**src/rtl/core/qedr_pkg.sv**
```systemverilog
// Shared types and constants for the quadrature encoder delta reader.
package qedr_pkg;

	localparam int unsigned ACC_WIDTH_DEF = 16;

	localparam int unsigned STEP_MODE_W = 2;
	localparam int unsigned CC_W        = 7;
	localparam int unsigned CFG_DATA_W  = 7;
	localparam int unsigned CFG_INDEX_W = 1;

	// Register indexes on the configuration port.
	localparam logic [CFG_INDEX_W-1:0] REG_STEP_MODE = 1'd0;
	localparam logic [CFG_INDEX_W-1:0] REG_CC_NUMBER = 1'd1;

	// Command codes.
	localparam logic CMD_SAMPLE = 1'b0;
	localparam logic CMD_READ   = 1'b1;

	localparam logic [STEP_MODE_W-1:0] STEP_MODE_RESET = 2'd1;
	localparam logic [STEP_MODE_W-1:0] STEP_MODE_MAX   = 2'd2;
	localparam logic [CC_W-1:0]        CC_NUMBER_RESET = 7'd9;

	localparam int unsigned PHASE_A_BIT = 7;
	localparam int unsigned PHASE_B_BIT = 6;
	localparam int          STEP_CLAMP  = 63;
	localparam logic [CC_W-1:0] CC_OFFSET = 7'd64;

	typedef struct packed {
		logic signed [CC_W-1:0] step_value;
		logic [CC_W-1:0]        cc_value;
		logic [CC_W-1:0]        cc_number;
	} result_t;

endpackage

```
**src/rtl/core/quadrature_encoder_delta_reader_core.sv**
```systemverilog
// Quadrature encoder delta reader: phase decode, delta accumulator and CC output.
//
// Each accepted item is either a port sample (cmd 0) or a read (cmd 1), and the block takes
// one item per clock cycle while in_ready is high. A sample decodes the active-low A/B
// phases from bits 7 and 6, and a single-step phase change moves a saturating signed
// accumulator by one. A read clamps the accumulator to +/-63, divides it by the detent size
// (1, 2 or 4 from step_mode, rounded toward minus infinity), keeps only the remainder bits,
// and emits one result when the step is not zero. Results are registered in a two-entry
// output buffer, so input transfers continue while one result waits downstream;
// in_ready falls only when both entries are full. Configuration writes take effect on
// the next cycle.
module quadrature_encoder_delta_reader_core #(
	parameter int unsigned ACC_WIDTH = qedr_pkg::ACC_WIDTH_DEF
) (
	input  logic                                  clk,
	input  logic                                  arst_n,
	input  logic                                  in_valid,
	output logic                                  in_ready,
	input  logic                                  cmd,
	input  logic [7:0]                            port_byte,
	output logic                                  out_valid,
	input  logic                                  out_ready,
	output logic signed [qedr_pkg::CC_W-1:0]      step_value,
	output logic [qedr_pkg::CC_W-1:0]             cc_value,
	output logic [qedr_pkg::CC_W-1:0]             cc_number,
	input  logic                                  cfg_we,
	input  logic [qedr_pkg::CFG_INDEX_W-1:0]      cfg_index,
	input  logic [qedr_pkg::CFG_DATA_W-1:0]       cfg_data
);

	localparam logic signed [ACC_WIDTH-1:0] ACC_MAX = {1'b0, {(ACC_WIDTH-1){1'b1}}};
	localparam logic signed [ACC_WIDTH-1:0] ACC_MIN = {1'b1, {(ACC_WIDTH-1){1'b0}}};
	localparam logic signed [ACC_WIDTH-1:0] CLAMP_POS = ACC_WIDTH'(qedr_pkg::STEP_CLAMP);
	localparam logic signed [ACC_WIDTH-1:0] CLAMP_NEG = -CLAMP_POS;

	logic [qedr_pkg::STEP_MODE_W-1:0] step_mode_q;
	logic [qedr_pkg::CC_W-1:0]        cc_number_q;
	logic [1:0]                       last_phase_q;
	logic signed [ACC_WIDTH-1:0]      delta_sum_q;

	qedr_pkg::result_t out_q, skid_q, res;
	logic out_valid_q, skid_valid_q;

	logic                        accept;
	logic [1:0]                  phase;
	logic [1:0]                  diff;
	logic [1:0]                  shift;
	logic signed [6:0]           clamped;
	logic signed [7:0]           reduced;
	logic [ACC_WIDTH-1:0]        keep_mask;
	logic                        res_push;
	logic                        out_load_new, out_load_skid, skid_load;

	assign in_ready = !skid_valid_q;
	assign accept   = in_valid && in_ready;

	// Configuration registers.
	always_ff @(posedge clk or negedge arst_n) begin
		if (!arst_n) begin
			step_mode_q <= qedr_pkg::STEP_MODE_RESET;
			cc_number_q <= qedr_pkg::CC_NUMBER_RESET;
		end else if (cfg_we) begin
			unique case (cfg_index)
				qedr_pkg::REG_STEP_MODE: step_mode_q <= cfg_data[qedr_pkg::STEP_MODE_W-1:0];
				qedr_pkg::REG_CC_NUMBER: cc_number_q <= cfg_data;
				default: ;
			endcase
		end
	end

	// Phase decode: A active gives 3, B active flips the low bit.
	always_comb begin
		phase = {2{!port_byte[qedr_pkg::PHASE_A_BIT]}};
		phase[0] = phase[0] ^ !port_byte[qedr_pkg::PHASE_B_BIT];
		diff = last_phase_q - phase;
	end

	// Read path: clamp, then divide by the detent size rounding toward minus infinity.
	always_comb begin
		shift = (step_mode_q > qedr_pkg::STEP_MODE_MAX) ? qedr_pkg::STEP_MODE_MAX : step_mode_q;
		if (delta_sum_q > CLAMP_POS) begin
			clamped = 7'(qedr_pkg::STEP_CLAMP);
		end else if (delta_sum_q < CLAMP_NEG) begin
			clamped = -7'(qedr_pkg::STEP_CLAMP);
		end else begin
			clamped = delta_sum_q[6:0];
		end
		reduced   = 8'(clamped) >>> shift;
		keep_mask = ACC_WIDTH'((4'd1 << shift) - 4'd1);

		res.step_value = reduced[6:0];
		res.cc_value   = reduced[6:0] + qedr_pkg::CC_OFFSET;
		res.cc_number  = cc_number_q;
	end

	// Encoder state.
	always_ff @(posedge clk or negedge arst_n) begin
		if (!arst_n) begin
			last_phase_q <= 2'd0;
			delta_sum_q  <= '0;
		end else if (accept) begin
			if (cmd == qedr_pkg::CMD_SAMPLE) begin
				if (diff[0]) begin
					last_phase_q <= phase;
					if (diff[1]) begin
						if (delta_sum_q != ACC_MAX) delta_sum_q <= delta_sum_q + 1'b1;
					end else begin
						if (delta_sum_q != ACC_MIN) delta_sum_q <= delta_sum_q - 1'b1;
					end
				end
			end else begin
				delta_sum_q <= delta_sum_q & keep_mask;
			end
		end
	end

	// Two-entry output buffer: the skid entry fills only while the head is stalled.
	always_comb begin
		res_push      = accept && (cmd == qedr_pkg::CMD_READ) && (reduced != 8'sd0);
		skid_load     = out_valid_q && !out_ready && res_push;
		out_load_skid = !(out_valid_q && !out_ready) && skid_valid_q;
		out_load_new  = !(out_valid_q && !out_ready) && !skid_valid_q && res_push;
	end

	always_ff @(posedge clk or negedge arst_n) begin
		if (!arst_n) begin
			out_valid_q  <= 1'b0;
			skid_valid_q <= 1'b0;
		end else if (out_valid_q && !out_ready) begin
			if (skid_load) skid_valid_q <= 1'b1;
		end else if (skid_valid_q) begin
			out_valid_q  <= 1'b1;
			skid_valid_q <= 1'b0;
		end else begin
			out_valid_q <= res_push;
		end
	end

	always_ff @(posedge clk) begin
		if (skid_load) skid_q <= res;
		if (out_load_skid) begin
			out_q <= skid_q;
		end else if (out_load_new) begin
			out_q <= res;
		end
	end

	assign out_valid  = out_valid_q;
	assign step_value = out_q.step_value;
	assign cc_value   = out_q.cc_value;
	assign cc_number  = out_q.cc_number;

endmodule

```
**config.mk**
```make
export PLATFORM = sky130hd
export DESIGN_NAME = quadrature_encoder_delta_reader_core
export DESIGN_NICKNAME = d
export VERILOG_FILES = /design/src/rtl/core/qedr_pkg.sv /design/src/rtl/core/quadrature_encoder_delta_reader_core.sv
export SDC_FILE = /design/constraint.sdc
export NUM_CORES = 1
export LEC_CHECK = 0
export BUFFER_PORTS_ARGS = -buffer_cell sky130_fd_sc_hd__buf_2
export CAP_MARGIN = 40
export CORE_UTILIZATION = 39
export DETAILED_ROUTE_END_ITERATION = 16
export GPL_ROUTABILITY_DRIVEN = 0
export MAX_ROUTING_LAYER = met4
export PLACE_DENSITY = 0.64
export SYNTH_ARGS = -nofsm -noshare
export SYNTH_HDL_FRONTEND = slang
export SYNTH_SLANG_ARGS = --single-unit
export TNS_END_PERCENT = 10
```
**constraint.sdc**
```tcl
create_clock -name clk -period 7.5 [get_ports clk]
set_input_delay 0.75 -clock clk [delete_from_list [all_inputs] [get_ports clk]]
set_output_delay 0.75 -clock clk [all_outputs]
set_load 0.02 [all_outputs]
```
==> out/summary.txt <==
Synth Register Bits: 59
synthesized instance count: 314
Mapped Area: 3330 um2
dominant cell type by area after synthesis: edfxtp_1
Crit path max-delay family: compound AO/OA/AOI/OAI gates
Pre-antenna DRT Iters: 4
Clk pin slew, worst setup/hold paths: 0.07 ns
Fill cells: 802
HP Class: primary input to async pin
floorplan row count: 33
CP peak stage delay: 0.46 ns
Post-DP HPWL: 4.74 mm
initial antenna violation count: 0
top sig layer: met4
Tcrit/Tclk final: 0.566
Synth Net Count: 352
# DRC: 0
slowest CP cell: inv_1
multi-input combinational cell area: 1580 um2
Worst Max-Slew Pin Slew: 0.822 ns
critical path launch point type: primary input
post-CTS setup buffers: 0
logic gate share of total power: 0.533
RSZ-0062 raised after global routing: no
Seq/Total Area, Yosys: 0.490
maximum clock insertion buffer count: 2
Crit path arrival time: 4.45 ns
critical path, cell by cell: buf_2 -> xor2_1 -> ha_1 -> xor2_1 -> xnor2_2 -> inv_1 -> ha_1 -> a211oi_1 -> o21ai_0 -> a2111oi_2 -> nor4_1 -> o31ai_1 -> xnor2_1 -> a21oi_1 -> o22ai_1
DRT Wirelength: 6.55 mm
Metal-1 WL: 2.94 mm
Critical path buffers and inverters: 2
Fin Hold WS: 0.459 ns
Post-Layout Cell Count: 461
Netlist cell types: 54
setup violators final: 0
Relative slew margins: 0.450
CTS H-tree lvls: 3
CTS buffer count: 9
routed wl met3: 267 um
via count: 2,425
internal power: 966 uW
CTS tree: done
GRT Util Overall: 0.169
FMAX: 236 MHz
Starting Density: 0.403
FF+latch area: 1630 um2
Final Hold Vio Count: 0
Die Y-Extent: 94.4 um
layout cell share with drive strength beyond 1: 0.247
NetSw: 696 uW
total gr overflow: 0
warning count from the yosys run: 0
Port Buffers: 38
critical path class: primary input to register
Power Total: 1.66 mW
minimum clock period: 4.24 ns
Area Growth Syn to Fin: 13.3%
Max Cap Violations: 0
wire length per cell: 14.2 um
number of routed nets with antenna violations: 0
total die area: 8910 um2
synth top area cells: edfxtp_1 27%, dfrtp_1 20%, ha_1 5.6%
Ant. Diodes: 0
metal2 WL: 3.26 mm
setup TNS: 0 ns
status: completed
CTS-repair resized insts: 0
Sinks on Clock Net: 59
Die Wd: 94.4 um
Mean Syn Cell Area: 10.6 um2
# nets final: 389
area of the core: 8260 um2
Max FO, Critical Path: 15
Peak VDD IR: 168 uV
global-route wire length before repair: 11.2 mm
post-layout util: 0.457
share of the synthesized area in the top cell type: 0.271
vias in the first global route: 2,366
final max-slew violation count: 0
CP required: 7.71 ns
switching part of the total power: 0.419
clock root cell: clkbuf_8
part of the power in registers: 0.305
Pwr Density: 441 nW/um2
share of total power in the clock network: 0.162
CTS Hold Bufs: 0
initial drt markers: 90
I/O pin count: 45
largest net degree at the start of global routing: 30
Static Leakage: 1.61 nW
vias per cell: 5.26
clk_lat worst skew: 0.33 ns
CP endpoint kind: register
Cells after DPL: 445
Layout Skew: 0.00946 ns
Yosys cell counts (all sizes together):
cell,n
xor2,5
and3b,1
xnor2,8
edfxtp,30
nand2,43
nor4,5
o21bai,2
ha,15
or3b,1
o31a,1
a22o,7
o31ai,6
dfstp,3
o32ai,1
a21boi,1
a32o,2
fa,1
a221oi,1
mux2i,3
a211oi,2
a2111oi,2
o211ai,1
o21a,3
o21ai,11
nand4,2
buf,7
nor3,11
o22ai,1
and2,1
a31oi,2
nand2b,2
nand3,9
dfrtp,26
clkbuf,7
inv,10
mux2,13
a21o,3
a21oi,13
or4,3
o311ai,1
nand3b,2
o41ai,3
or3,5
nor2,32
nor2b,6
path summary, 6_finish.rpt:
path                                              from                     endpoint  slack (ns)  cells after the start
setup / recovery                          port_byte[7]  delta_sum_q[15]$_DFFE_PN0P_        3.26                     15
hold / removal                                  arst_n   cc_number_q[4]$_DFFE_PN0P_        0.46                      1
setup reg to reg           last_phase_q[0]$_DFFE_PN0P_  delta_sum_q[15]$_DFFE_PN0P_        3.62                     14
hold reg to reg             cc_number_q[2]$_DFFE_PN0P_          skid_q[2]$_DFFE_PP_        0.47                      0
max in group asynchronous                       arst_n   delta_sum_q[2]$_DFFE_PN0P_        6.60                      1
min in group clk            cc_number_q[2]$_DFFE_PN0P_          skid_q[2]$_DFFE_PP_        0.47                      0
metrics by stage:
step,setup slack [ns],instance area (um2)
finish,3.26,3770
detailed placement,2.92,3590
floorplan,3.72,3330
global route,2.93,3770
CTS,3.26,3770
global placement,3.03,3570
logic make-up (layout without fill, tap and decap cells):
| family | Yosys count | in the layout | share of synthesized area |
|---|---|---|---|
| adder cells (fa/ha/maj) | 16 | 16 | 0.0624 |
| AO/OA/AOI/OAI | 63 | 63 | 0.146 |
| flip-flops | 59 | 59 | 0.490 |
| buffers and inverters | 24 | 66 | 0.0361 |
| multiplexers | 16 | 16 | 0.0530 |
| AND/OR/NAND/NOR | 123 | 123 | 0.176 |
| XOR/XNOR | 13 | 13 | 0.0365 |
layout by cell type (no fill, tap or decap), drive strengths merged, types with 3 or more instances in the layout:
cell type  netlist  layout
a21o             3       3
a21oi           13      13
a22o             7       7
buf              7      40
clkbuf           7      10
clkinv           0       4
dfrtp           26      26
dfstp            3       3
edfxtp          30      30
ha              15      15
inv             10      10
mux2            13      13
mux2i            3       3
nand2           43      43
nand3            9       9
nor2            32      32
nor2b            6       6
nor3            11      11
nor4             5       5
o21a             3       3
o21ai           11      11
o31ai            6       6
o41ai            3       3
or3              5       5
or4              3       3
xnor2            8       8
xor2             5       5
power by group through the flow:
| stage | Combinational, mW | Sequential, mW | Clock (mW) |
|---|---|---|---|
| after floorplan | 0.706 | 0.515 | 0 |
| after global placement | 0.856 | 0.510 | 0 |
| after detailed placement | 0.883 | 0.514 | 0 |
| after CTS | 0.887 | 0.507 | 0.277 |
| after global routing | 0.993 | 0.520 | 0.290 |
| final | 0.885 | 0.507 | 0.270 |
state kept, by name, summed over array words and instances, names as in the netlist:
register      count
cc_number         7
cc_number_q       7
cc_value          1
delta_sum_q      16
last_phase_q      2
out_valid         1
skid_q           15
skid_valid_q      1
step_mode_q       2
step_value        7
area by class of cell:
class	instances	share of cell area
clock inverters	6	0.0149
well taps	105	0.0348
multi-input cells	231	0.420
flip-flops and latches	59	0.432
clock buffers	10	0.0338
inverters	10	0.00995
repair buffers	40	0.0544
metal layers:
metal | vias up | GRT usage
li1 | 1220 | -
met1 | 1151 | 0.194
met2 | 48 | 0.278
met3 | 6 | 0.0411
met4 | 0 | 0.0795
met5 | - | -
Power figures use the tool's default switching activity.
